**config.mk**
```make
export PLATFORM = sky130hd
export DESIGN_NAME = task_budget_overrun_monitor
export DESIGN_NICKNAME = d
export VERILOG_FILES = /design/src/design/tbom_pkg.sv /design/src/design/tbom_front.sv /design/src/design/tbom_back.sv /design/src/design/task_budget_overrun_monitor.sv
export SDC_FILE = /design/constraint.sdc
export NUM_CORES = 1
export LEC_CHECK = 0
export BUFFER_PORTS_ARGS = -buffer_cell sky130_fd_sc_hd__buf_2
export CAP_MARGIN = 20
export CORE_MARGIN = 5
export CORE_UTILIZATION = 40
export CTS_BUF_LIST = sky130_fd_sc_hd__clkbuf_2
export DETAILED_ROUTE_END_ITERATION = 16
export PLACE_DENSITY = 0.62
export SLEW_MARGIN = 0
export SYNTH_ARGS = -nofsm -noshare
export SYNTH_HDL_FRONTEND = slang
export SYNTH_SLANG_ARGS = --single-unit
```
**constraint.sdc**
```tcl
create_clock -name clk -period 15.4 [get_ports clk]
set_input_delay 3.08 -clock clk [delete_from_list [all_inputs] [get_ports clk]]
set_output_delay 3.08 -clock clk [all_outputs]
set_load 0.02 [all_outputs]
```
**src/design/tbom_pkg.sv**
```systemverilog
// Shared types and constants for the task budget overrun monitor.
package tbom_pkg;

  localparam int MAX_TASKS_DEF   = 8;
  localparam int COUNT_WIDTH_DEF = 32;
  localparam int RESULT_LIMIT    = 64;
  localparam int RES_CNT_W       = $clog2(RESULT_LIMIT + 1);
  localparam int QUEUE_DEPTH     = 2;

  localparam int OP_W     = 3;
  localparam int ID_W     = 3;
  localparam int PRIO_W   = 6;
  localparam int BUDGET_W = 32;
  localparam int NUM_W    = 4;
  localparam int CAUSE_W  = 3;

  typedef enum logic [OP_W-1:0] {
    OP_TICK    = 3'd0,
    OP_START   = 3'd1,
    OP_END     = 3'd2,
    OP_PAUSE   = 3'd3,
    OP_UNPAUSE = 3'd4,
    OP_UPDATE  = 3'd5,
    OP_LOAD    = 3'd6
  } op_t;

  typedef struct packed {
    op_t                 op;
    logic [ID_W-1:0]     task_id;
    logic [PRIO_W-1:0]   prio;
    logic [BUDGET_W-1:0] budget;
    logic                critical;
  } cmd_t;

  typedef struct packed {
    logic valid;
    cmd_t cmd;
  } q_head_t;

  typedef enum logic [2:0] {
    ST_IDLE,
    ST_PAUSE,
    ST_WALK,
    ST_CHECK,
    ST_DROP,
    ST_FLUSH
  } state_t;

endpackage

```
**src/design/tbom_front.sv**
```systemverilog
// Request decode and filter, plus the short command queue toward the sequencer.
module tbom_front #(
  parameter int MAX_TASKS = tbom_pkg::MAX_TASKS_DEF
) (
  input  logic                          clk,
  input  logic                          rst,
  input  logic                          in_valid,
  output logic                          in_ready,
  input  logic [tbom_pkg::OP_W-1:0]     operation,
  input  logic [tbom_pkg::ID_W-1:0]     task_id,
  input  logic [tbom_pkg::PRIO_W-1:0]   priority_req,
  input  logic [tbom_pkg::BUDGET_W-1:0] budget,
  input  logic                          critical,
  output tbom_pkg::q_head_t             head,
  input  logic                          q_pop
);

  localparam int QD   = tbom_pkg::QUEUE_DEPTH;
  localparam int PW   = (QD > 1) ? $clog2(QD) : 1;
  localparam int FILW = $clog2(QD + 1);

  tbom_pkg::cmd_t slot [QD];
  logic [PW-1:0]   wr_ptr;
  logic [PW-1:0]   rd_ptr;
  logic [FILW-1:0] fill;

  logic           keep;
  logic           id_ok;
  logic           push;
  tbom_pkg::cmd_t cmd_in;

  assign id_ok = int'(task_id) < MAX_TASKS;

  // Drop requests that change nothing: unused code, index outside the table.
  always_comb begin
    keep = 1'b0;
    case (operation)
      tbom_pkg::OP_TICK, tbom_pkg::OP_PAUSE,
      tbom_pkg::OP_UNPAUSE, tbom_pkg::OP_UPDATE: keep = 1'b1;
      tbom_pkg::OP_START, tbom_pkg::OP_END, tbom_pkg::OP_LOAD: keep = id_ok;
      default: keep = 1'b0;
    endcase
  end

  always_comb begin
    cmd_in.op       = tbom_pkg::op_t'(operation);
    cmd_in.task_id  = task_id;
    cmd_in.prio     = priority_req;
    cmd_in.budget   = budget;
    cmd_in.critical = critical;
  end

  assign in_ready   = fill != FILW'(QD);
  assign push       = in_valid && in_ready && keep;
  assign head.valid = fill != '0;
  assign head.cmd   = slot[rd_ptr];

  always_ff @(posedge clk) begin
    if (rst) begin
      wr_ptr <= '0;
      rd_ptr <= '0;
      fill   <= '0;
    end else begin
      if (push) begin
        slot[wr_ptr] <= cmd_in;
        wr_ptr <= (wr_ptr == PW'(QD - 1)) ? '0 : wr_ptr + 1'b1;
      end
      if (q_pop) begin
        rd_ptr <= (rd_ptr == PW'(QD - 1)) ? '0 : rd_ptr + 1'b1;
      end
      case ({push, q_pop})
        2'b10:   fill <= fill + 1'b1;
        2'b01:   fill <= fill - 1'b1;
        default: fill <= fill;
      endcase
    end
  end

endmodule

```
**src/design/tbom_back.sv**
```systemverilog
// Task table, elapsed counter and the sequencer that carries out each request.
module tbom_back #(
  parameter int MAX_TASKS   = tbom_pkg::MAX_TASKS_DEF,
  parameter int COUNT_WIDTH = tbom_pkg::COUNT_WIDTH_DEF
) (
  input  logic                           clk,
  input  logic                           rst,
  input  logic                           cfg_we,
  input  logic [tbom_pkg::NUM_W-1:0]     cfg_wdata,
  input  tbom_pkg::q_head_t              head,
  output logic                           q_pop,
  output logic                           out_valid,
  input  logic                           out_ready,
  output logic [tbom_pkg::PRIO_W-1:0]    suspend_priority,
  output logic [tbom_pkg::CAUSE_W-1:0]   cause_task,
  output logic                           last
);

  localparam int IW  = (MAX_TASKS > 1) ? $clog2(MAX_TASKS) : 1;
  localparam int CTW = $clog2(MAX_TASKS + 1);

  tbom_pkg::state_t state, state_next;

  logic [tbom_pkg::NUM_W-1:0]  num_tasks;
  logic [COUNT_WIDTH-1:0]      elapsed;
  logic                        running  [MAX_TASKS];
  logic [COUNT_WIDTH-1:0]      used     [MAX_TASKS];
  logic [COUNT_WIDTH-1:0]      bud      [MAX_TASKS];
  logic [tbom_pkg::PRIO_W-1:0] prio_tab [MAX_TASKS];
  logic                        crit_tab [MAX_TASKS];

  logic [CTW-1:0]                 idx_i;
  logic [CTW-1:0]                 idx_j;
  logic [tbom_pkg::PRIO_W-1:0]    match_prio;
  logic [tbom_pkg::RES_CNT_W-1:0] res_cnt;
  logic                           pend_valid;
  logic [tbom_pkg::PRIO_W-1:0]    pend_prio;
  logic [tbom_pkg::CAUSE_W-1:0]   pend_cause;

  logic [CTW-1:0]         n_act;
  logic [IW-1:0]          ri;
  logic [IW-1:0]          rj;
  logic [IW-1:0]          tid;
  logic                   i_done;
  logic                   j_done;
  logic [COUNT_WIDTH:0]   sum;
  logic [COUNT_WIDTH-1:0] sat_sum;
  logic                   prio_hit;
  logic                   overrun;
  logic                   out_free;
  logic                   drop_hit;
  logic                   emit;
  logic                   drop_stall;
  logic                   flush_move;
  logic                   out_load;

  assign n_act  = (int'(num_tasks) > MAX_TASKS) ? CTW'(MAX_TASKS) : CTW'(num_tasks);
  assign ri     = idx_i[IW-1:0];
  assign rj     = idx_j[IW-1:0];
  assign tid    = IW'(head.cmd.task_id);
  assign i_done = idx_i >= n_act;
  assign j_done = idx_j >= n_act;

  // One saturating adder, shared by pause and update.
  assign sum     = {1'b0, used[ri]} + {1'b0, elapsed};
  assign sat_sum = sum[COUNT_WIDTH] ? '1 : sum[COUNT_WIDTH-1:0];

  assign prio_hit = prio_tab[ri] == match_prio;
  assign overrun  = used[ri] >= bud[ri];
  assign out_free = !out_valid || out_ready;

  // A result waits in the pending slot until the next one or the end of the walk
  // tells whether it is the last.
  assign drop_hit   = (state == tbom_pkg::ST_DROP) && !j_done && !crit_tab[rj];
  assign emit       = drop_hit && (res_cnt < tbom_pkg::RES_CNT_W'(tbom_pkg::RESULT_LIMIT));
  assign drop_stall = emit && pend_valid && !out_free;
  assign flush_move = (state == tbom_pkg::ST_FLUSH) && pend_valid && out_free;
  assign out_load   = (emit && pend_valid && out_free) || flush_move;
  assign q_pop      = (state == tbom_pkg::ST_IDLE) && head.valid;

  always_comb begin
    state_next = state;
    case (state)
      tbom_pkg::ST_IDLE: begin
        if (head.valid) begin
          if (head.cmd.op == tbom_pkg::OP_PAUSE) begin
            state_next = tbom_pkg::ST_PAUSE;
          end else if (head.cmd.op == tbom_pkg::OP_UPDATE) begin
            state_next = tbom_pkg::ST_WALK;
          end
        end
      end
      tbom_pkg::ST_PAUSE: begin
        if (i_done || prio_hit) state_next = tbom_pkg::ST_IDLE;
      end
      tbom_pkg::ST_WALK: begin
        if (i_done) begin
          state_next = tbom_pkg::ST_FLUSH;
        end else if (running[ri]) begin
          state_next = tbom_pkg::ST_CHECK;
        end
      end
      tbom_pkg::ST_CHECK: begin
        state_next = overrun ? tbom_pkg::ST_DROP : tbom_pkg::ST_WALK;
      end
      tbom_pkg::ST_DROP: begin
        if (j_done) state_next = tbom_pkg::ST_WALK;
      end
      tbom_pkg::ST_FLUSH: begin
        if (!pend_valid || out_free) state_next = tbom_pkg::ST_IDLE;
      end
      default: state_next = tbom_pkg::ST_IDLE;
    endcase
  end

  always_ff @(posedge clk) begin
    if (rst) begin
      state      <= tbom_pkg::ST_IDLE;
      num_tasks  <= '0;
      elapsed    <= '0;
      out_valid  <= 1'b0;
      pend_valid <= 1'b0;
      idx_i      <= '0;
      idx_j      <= '0;
      res_cnt    <= '0;
      match_prio <= '0;
      for (int k = 0; k < MAX_TASKS; k++) begin
        running[k]  <= 1'b0;
        used[k]     <= '0;
        bud[k]      <= '0;
        prio_tab[k] <= '0;
        crit_tab[k] <= 1'b0;
      end
    end else begin
      state <= state_next;
      if (cfg_we) num_tasks <= cfg_wdata;
      if (out_load) begin
        out_valid <= 1'b1;
      end else if (out_valid && out_ready) begin
        out_valid <= 1'b0;
      end

      case (state)
        tbom_pkg::ST_IDLE: begin
          if (head.valid) begin
            case (head.cmd.op)
              tbom_pkg::OP_TICK: begin
                if (!(&elapsed)) elapsed <= elapsed + 1'b1;
              end
              tbom_pkg::OP_START: begin
                running[tid] <= 1'b1;
                used[tid]    <= '0;
                elapsed      <= '0;
              end
              tbom_pkg::OP_END: running[tid] <= 1'b0;
              tbom_pkg::OP_PAUSE: begin
                idx_i      <= '0;
                match_prio <= head.cmd.prio;
              end
              tbom_pkg::OP_UNPAUSE: elapsed <= '0;
              tbom_pkg::OP_UPDATE: begin
                idx_i   <= '0;
                res_cnt <= '0;
              end
              tbom_pkg::OP_LOAD: begin
                bud[tid]      <= COUNT_WIDTH'(head.cmd.budget);
                prio_tab[tid] <= head.cmd.prio;
                crit_tab[tid] <= head.cmd.critical;
              end
              default: ;
            endcase
          end
        end
        tbom_pkg::ST_PAUSE: begin
          if (!i_done) begin
            if (prio_hit) begin
              if (running[ri]) used[ri] <= sat_sum;
            end else begin
              idx_i <= idx_i + 1'b1;
            end
          end
        end
        tbom_pkg::ST_WALK: begin
          if (!i_done) begin
            if (!running[ri]) begin
              idx_i <= idx_i + 1'b1;
            end else begin
              used[ri] <= sat_sum;
              elapsed  <= '0;
            end
          end
        end
        tbom_pkg::ST_CHECK: begin
          if (overrun) begin
            idx_j <= '0;
          end else begin
            idx_i <= idx_i + 1'b1;
          end
        end
        tbom_pkg::ST_DROP: begin
          if (j_done) begin
            idx_i <= idx_i + 1'b1;
          end else if (crit_tab[rj]) begin
            idx_j <= idx_j + 1'b1;
          end else if (!drop_stall) begin
            running[rj] <= 1'b0;
            idx_j       <= idx_j + 1'b1;
            if (emit) begin
              res_cnt <= res_cnt + 1'b1;
              if (pend_valid) begin
                suspend_priority <= pend_prio;
                cause_task       <= pend_cause;
                last             <= 1'b0;
              end
              pend_valid <= 1'b1;
              pend_prio  <= prio_tab[rj];
              pend_cause <= tbom_pkg::CAUSE_W'(idx_i);
            end
          end
        end
        tbom_pkg::ST_FLUSH: begin
          if (flush_move) begin
            suspend_priority <= pend_prio;
            cause_task       <= pend_cause;
            last             <= 1'b1;
            pend_valid       <= 1'b0;
          end
        end
        default: ;
      endcase
    end
  end

endmodule

```
**src/design/task_budget_overrun_monitor.sv**
```systemverilog
// Top level of the task budget overrun monitor.
// The front end takes one request per cycle, while not full, into a two-entry
// command queue; requests with an unused code, or a start, end or load whose
// task_id lies past the table, are dropped there. The sequencer behind it takes
// one request at a time; tick, start, end, unpause and load are carried out as
// they are popped. With N = min(num_tasks, MAX_TASKS): pause walks the entries
// up to and including the first priority match, or all N when none matches.
// Update walks every entry, adds and compares the budget of each running task,
// and for each overrun scans all N entries, handing out one suspend result for
// each non-critical task, before it resumes the walk; it then ends the walk and
// releases the final result. A suspend stalls the scan only while the output
// register and the result held behind it are both full and the output is not
// being taken. At most 64 results per update are delivered; later drops still
// stop their tasks.
module task_budget_overrun_monitor #(
  parameter int MAX_TASKS   = tbom_pkg::MAX_TASKS_DEF,
  parameter int COUNT_WIDTH = tbom_pkg::COUNT_WIDTH_DEF
) (
  input  logic                          clk,
  input  logic                          rst,
  input  logic                          cfg_we,
  input  logic [tbom_pkg::NUM_W-1:0]    cfg_wdata,
  input  logic                          in_valid,
  output logic                          in_ready,
  input  logic [tbom_pkg::OP_W-1:0]     operation,
  input  logic [tbom_pkg::ID_W-1:0]     task_id,
  input  logic [tbom_pkg::PRIO_W-1:0]   priority_req,
  input  logic [tbom_pkg::BUDGET_W-1:0] budget,
  input  logic                          critical,
  output logic                          out_valid,
  input  logic                          out_ready,
  output logic [tbom_pkg::PRIO_W-1:0]   suspend_priority,
  output logic [tbom_pkg::CAUSE_W-1:0]  cause_task,
  output logic                          last
);

  tbom_pkg::q_head_t head;
  logic              q_pop;

  tbom_front #(
    .MAX_TASKS (MAX_TASKS)
  ) u_front (
    .clk          (clk),
    .rst          (rst),
    .in_valid     (in_valid),
    .in_ready     (in_ready),
    .operation    (operation),
    .task_id      (task_id),
    .priority_req (priority_req),
    .budget       (budget),
    .critical     (critical),
    .head         (head),
    .q_pop        (q_pop)
  );

  tbom_back #(
    .MAX_TASKS   (MAX_TASKS),
    .COUNT_WIDTH (COUNT_WIDTH)
  ) u_back (
    .clk              (clk),
    .rst              (rst),
    .cfg_we           (cfg_we),
    .cfg_wdata        (cfg_wdata),
    .head             (head),
    .q_pop            (q_pop),
    .out_valid        (out_valid),
    .out_ready        (out_ready),
    .suspend_priority (suspend_priority),
    .cause_task       (cause_task),
    .last             (last)
  );

  a_pop_needs_entry: assert property (@(posedge clk) disable iff (rst)
    q_pop |-> head.valid)
    else $error("command popped from an empty queue");

  a_full_means_nonempty: assert property (@(posedge clk) disable iff (rst)
    !in_ready |-> head.valid)
    else $error("queue refuses requests while holding none");

  a_reset_clears: assert property (@(posedge clk)
    rst |=> !out_valid && in_ready && !head.valid)
    else $error("reset left a result or a queued command");

endmodule

```
# Yosys cells after proc, flatten, opt, wreduce, memory -nomap -nowiden
# Memory sizes are Yosys's and may differ from the RTL's. A register that Yosys moved wholly into a read port is not among the register bits.
# Index checks and enable logic that the tools add are counted.
# Widths: inputs -> output; s select.
# classes
add_sub_neg	9
n_lt_le_gt_ge	5
eq_ne	45
mux	143
bitwise	6
reduce_logical	52
# op_table
op	n
$mux 32	9
$pmux 32 s2	2
$mux 3	32
$reduce_or 32->1	3
$mux 1	65
$mux 4	13
$mux 6	7
$mux 7	6
$add 32x32->33	1
$add 32x1->32 const B	1
$ge 32x32->1	1
$reduce_and 32->1	1
$eq 3x3->1 const B	8
$ne 2x2->1 const B	12
$reduce_and 6->1	4
$pmux 4 s5	1
$eq 3x2->1 const B	6
$pmux 3 s6	1
$ne 2x1->1 const B	8
$pmux 7 s2	1
$reduce_bool 2->1	7
$logic_and 1x1->1	12
$ne 3x3->1 const B	4
$pmux 6 s2	1
other kinds (32)	54
# word_totals
reg_bits	79
ramBits	666
inputBits	54
output_inout_bits	12
word_cells	282
memories	6
# mem_list
memory	words	word_bits	rd	rd_ports_with_merged_regs	write_ports	line	text
u_back.bud	8	32	1	1	8	tbom_back.sv:28	logic [COUNT_WIDTH-1:0] bud [MAX_TASKS];
u_back.used	8	32	1	1	8	tbom_back.sv:27	logic [COUNT_WIDTH-1:0] used [MAX_TASKS];
u_front.slot	2	45	1	1	1	tbom_front.sv:22	tbom_pkg::cmd_t slot [QD];
u_back.prio_tab	8	6	2	2	8	tbom_back.sv:29	logic [tbom_pkg::PRIO_W-1:0] prio_tab [MAX_TASKS];
u_back.crit_tab	8	1	1	1	8	tbom_back.sv:30	logic crit_tab [MAX_TASKS];
u_back.running	8	1	1	1	8	tbom_back.sv:26	logic running [MAX_TASKS];

# Longest topological paths before layout
# depth
word_depth	17
depth_mapped	19
ltp_nobuf	14

# By module
# Synthesis repeated with hierarchy kept, for this count alone.
# unflattened
hier_cells	2587
hier_area_um2	35997.0
# by_module_without_submodules
mod	instances	cells_each	area_per_inst_um2
tbom_back	1	2422	32531.2
tbom_front	1	165	3465.8

# Least setup slack after synthesis
# OpenSTA, ideal clock, no wires.
# synth_path
path_kind	input -> register
from	in rst
to	mem u_front.slot[1][0] (netlist bit), enable pin
setup_time_ns	0.513
arrival_time_ns	6.832
t_required_ns	14.887
setup_slack_ns	8.055
stages	3
path_buffers	2
path_cell_list	clkbuf_1 buf_1 nor3b_1
# synth_via
elab_chain_cells	2
# synth_rtl
item	line	text
start: declaration	task_budget_overrun_monitor.sv:20	input logic rst,
$mux 1	tbom_front.sv:59	if (rst) begin
$mux 1 (not written as such)	tbom_front.sv:65	slot[wr_ptr] <= cmd_in;
end: declaration	tbom_front.sv:22	
# No other way between the ends.

==> results.json <==
{
  "status": "finished, final reports clean",
  "final_cells": 4041,
  "cts_buffers": 189,
  "fin_setup_tns_ps": 0,
  "die_h_um": 306,
  "cts_hold_buf": 0,
  "seq_power_share_pct": 54.0,
  "final_area_um2": 38100,
  "worstPathMaxFanout": 40,
  "setup_viol": 0,
  "yosysUniqueCellTypes": 81,
  "worstPathArrival_ps": 7220,
  "layout_common_cells": "edfxtp_1, nor2_1, clkbuf_2",
  "nFillCells": 7977,
  "synthCells": 2580,
  "cp.required_ps": 16430,
  "grt_pass1_vias": 23100,
  "root_buffer": "clkbuf_2",
  "num_vias": 22100,
  "die_area_um2": 93300,
  "synth-edff-count": 685,
  "register_area_um2": 22000,
  "dpl.cell_count": 3697,
  "hold_viol_final": 0,
  "core_um2": 86800,
  "critPathKind": "reg2reg",
  "ys_ff_latch": 758,
  "comb_power_share_pct": 16.9,
  "cts_htree_levels": 4,
  "drive_above_1_share_pct": 22.7,
  "placed_area_um2": 36400,
  "antenna_found_initial": 2,
  "finClkSkew_ps": 134,
  "row_count": 108,
  "initial_core_util_pct": 40.3,
  "post_cts_resized": 0,
  "start_kind": "register",
  "grt_pass1_wl_mm": 132,
  "fin_nets": 2866,
  "p_leak_nw": 13.5,
  "die_x_um": 306,
  "synth_area_leaders": "edfxtp_1, mux4_2, nor2_1, dfxtp_1, mux2i_1",
  "post_drt_wl_per_cell_um": 21.1,
  "wl_mm": 85.3,
  "synth_top_area_share_pct": 58.9,
  "rsz0062_at_grt": "no",
  "finalCriticalPeriod_ps": 6200,
  "synthFlopType": "edfxtp_1",
  "syn_area_per_cell_um2": 13.5,
  "cts.sinks": 758,
  "worstMarginPinSlew_ps": 1030,
  "synth.net_count": 2712,
  "ios": 66,
  "drt-pass1-iter-count": 5,
  "switchingPower_mw": 1.33,
  "overflow": 0,
  "synth_area_um2": 34900,
  "viasPerCell": 5.46,
  "clock.fmax_mhz": 161,
  "yosys_warnings": 0,
  "area_growth_pct": 9.20,
  "hp-class": "reg2reg",
  "async_flop_share_pct": 0,
  "clock_latency_ps": 1370,
  "cp-end-kind": "register",
  "ant_nets": 0,
  "pre_cts_ws_ps": 8690,
  "cap_violations": 0,
  "slew-limit-headroom_pct": 30.6,
  "gp_congestion": 0.892,
  "grt_max_degree": 57,
  "ys_seq_area_share_pct": 63.1,
  "yosysTopAreaCell": "edfxtp_1",
  "drv_slew": 0,
  "io_buffer_count": 65,
  "drcViolationCount": 0,
  "postCtsSetupBuffers": 0,
  "mostFrequentLayoutCell": "edfxtp_1",
  "p_int_mw": 3.12,
  "ir_drop_mv": 0.0748,
  "cts.path.max_buffers": 3,
  "rrSetupSlack_ps": 9200,
  "drt-initial-drc-count": 1929,
  "clock_power_share_pct": 29.1,
  "globalRouteTotalUtil_pct": 18.2,
  "min_period_over_period_pct": 40.2,
  "multiInputGateArea_um2": 12200,
  "swShare_pct": 30.0,
  "cts_tree": "done",
  "setup_ws_ps": 9200,
  "power.density_nw_per_um2": 117,
  "hpwl_mm": 51.4,
  "path_clk_slew_ps": 90
}
kinds of logic (layout without fill, tap and decap cells):
group,count (synthesis),in the layout,synth area share (%)
adder cells (fa/ha/maj),78,78,2.82
flip-flops,758,758,63.1
AO/OA/AOI/OAI,285,285,5.41
XOR/XNOR,47,47,1.18
multiplexers,297,297,13.9
buffers and inverters,178,483,2.21
other,0,1,0
AND/OR/NAND/NOR,937,937,11.4
critical path: stages, from the launching register on:
cell	delay, ps
dfxtp_4	830
buf_4	790
mux4_2	610
mux2i_1	290
inv_1	90
ha_1	220
inv_1	70
fa_1	210
nor2b_1	80
o31a_1	270
o21ai_1	450
o21ai_0	340
a311oi_2	590
or2_2	560
o21a_1	470
nor2_1	70
per-stage QoR:
step | utilization (%) | power (mW) | hold WS, ps
after global placement | 42.0 | 3.18 | 405
after floorplan | - | 2.98 | 400
after detailed placement | 42.0 | 3.20 | 412
final | 44.0 | 4.45 | 421
after CTS | 44.0 | 4.51 | 422
after global routing | 44.0 | 4.70 | 435
metal layers:
layer,track usage [%],wire length (um)
met1,24.1,35500
met2,30.2,41500
met3,3.82,6210
met4,6.32,2120
met5,0,0
sequential cells by signal, indices dropped and copies added (netlist names), 2 cells and up, named ones only:
signal and flops:
u_back.pend_prio 6, u_front.slot 90, u_back.used 256, u_back.state 3
u_front.fill 2, u_back.running 8, u_back.pend_cause 3, u_back.idx_j 4
u_back.cause_task 3, u_back.match_prio 6, u_back.bud 256, u_back.suspend_priority 6
u_back.res_cnt 7, u_back.idx_i 4, u_back.prio_tab 48, u_back.crit_tab 8
u_back.num_tasks 4, u_back.elapsed 32
power by group through the flow:
| stage | Combinational (mW) | Clock [mW] | Sequential (mW) |
|---|---|---|---|
| after global routing | 0.820 | 1.46 | 2.42 |
| after CTS | 0.752 | 1.35 | 2.41 |
| final | 0.751 | 1.29 | 2.41 |
| after global placement | 0.731 | 0 | 2.45 |
| after detailed placement | 0.750 | 0 | 2.45 |
| after floorplan | 0.571 | 0 | 2.41 |
synthesized netlist by cell type (all sizes together), types with 6 or more instances:
| cell type | instances |
|---|---|
| or2 | 6 |
| o22ai | 8 |
| mux4 | 144 |
| ha | 77 |
| nand4 | 21 |
| nand3 | 35 |
| and2 | 7 |
| o211ai | 12 |
| inv | 28 |
| a21o | 34 |
| dfxtp | 73 |
| edfxtp | 685 |
| nor3 | 42 |
| clkbuf | 103 |
| or4 | 6 |
| a22o | 9 |
| nand2b | 9 |
| or3 | 21 |
| o21ai | 56 |
| and3 | 18 |
| xnor2 | 32 |
| a21oi | 85 |
| mux2 | 54 |
| nor4 | 7 |
| a211oi | 10 |
| o21a | 6 |
| mux2i | 99 |
| nor2b | 14 |
| a31oi | 8 |
| xor2 | 15 |
| buf | 47 |
| o41ai | 6 |
| nor2 | 658 |
| nand2 | 76 |
area by class of cell:
cell class | instances | area share (%)
Sequential cell | 758 | 57.8
Multi-Input combinational cell | 1644 | 31.9
Tap cell | 1155 | 3.79
Clock buffer | 285 | 3.74
Timing Repair Buffer | 113 | 1.81
Clock inverter | 57 | 0.676
Inverter | 28 | 0.276
Antenna cell | 1 | 0.00656
path summary, 6_finish.rpt:
kind	endpoint	cells after the start	from
max	u_back.used[7][6]$_SDFFCE_PN0P_	15	register
min	u_back.cause_task[0]$_DFFE_PP_	0	u_back.pend_cause[0]$_DFFE_PP_
max reg2reg	u_back.used[7][6]$_SDFFCE_PN0P_	15	register
min reg2reg	u_back.cause_task[0]$_DFFE_PP_	0	u_back.pend_cause[0]$_DFFE_PP_
Note: power is estimated with default switching activity, not from simulation.
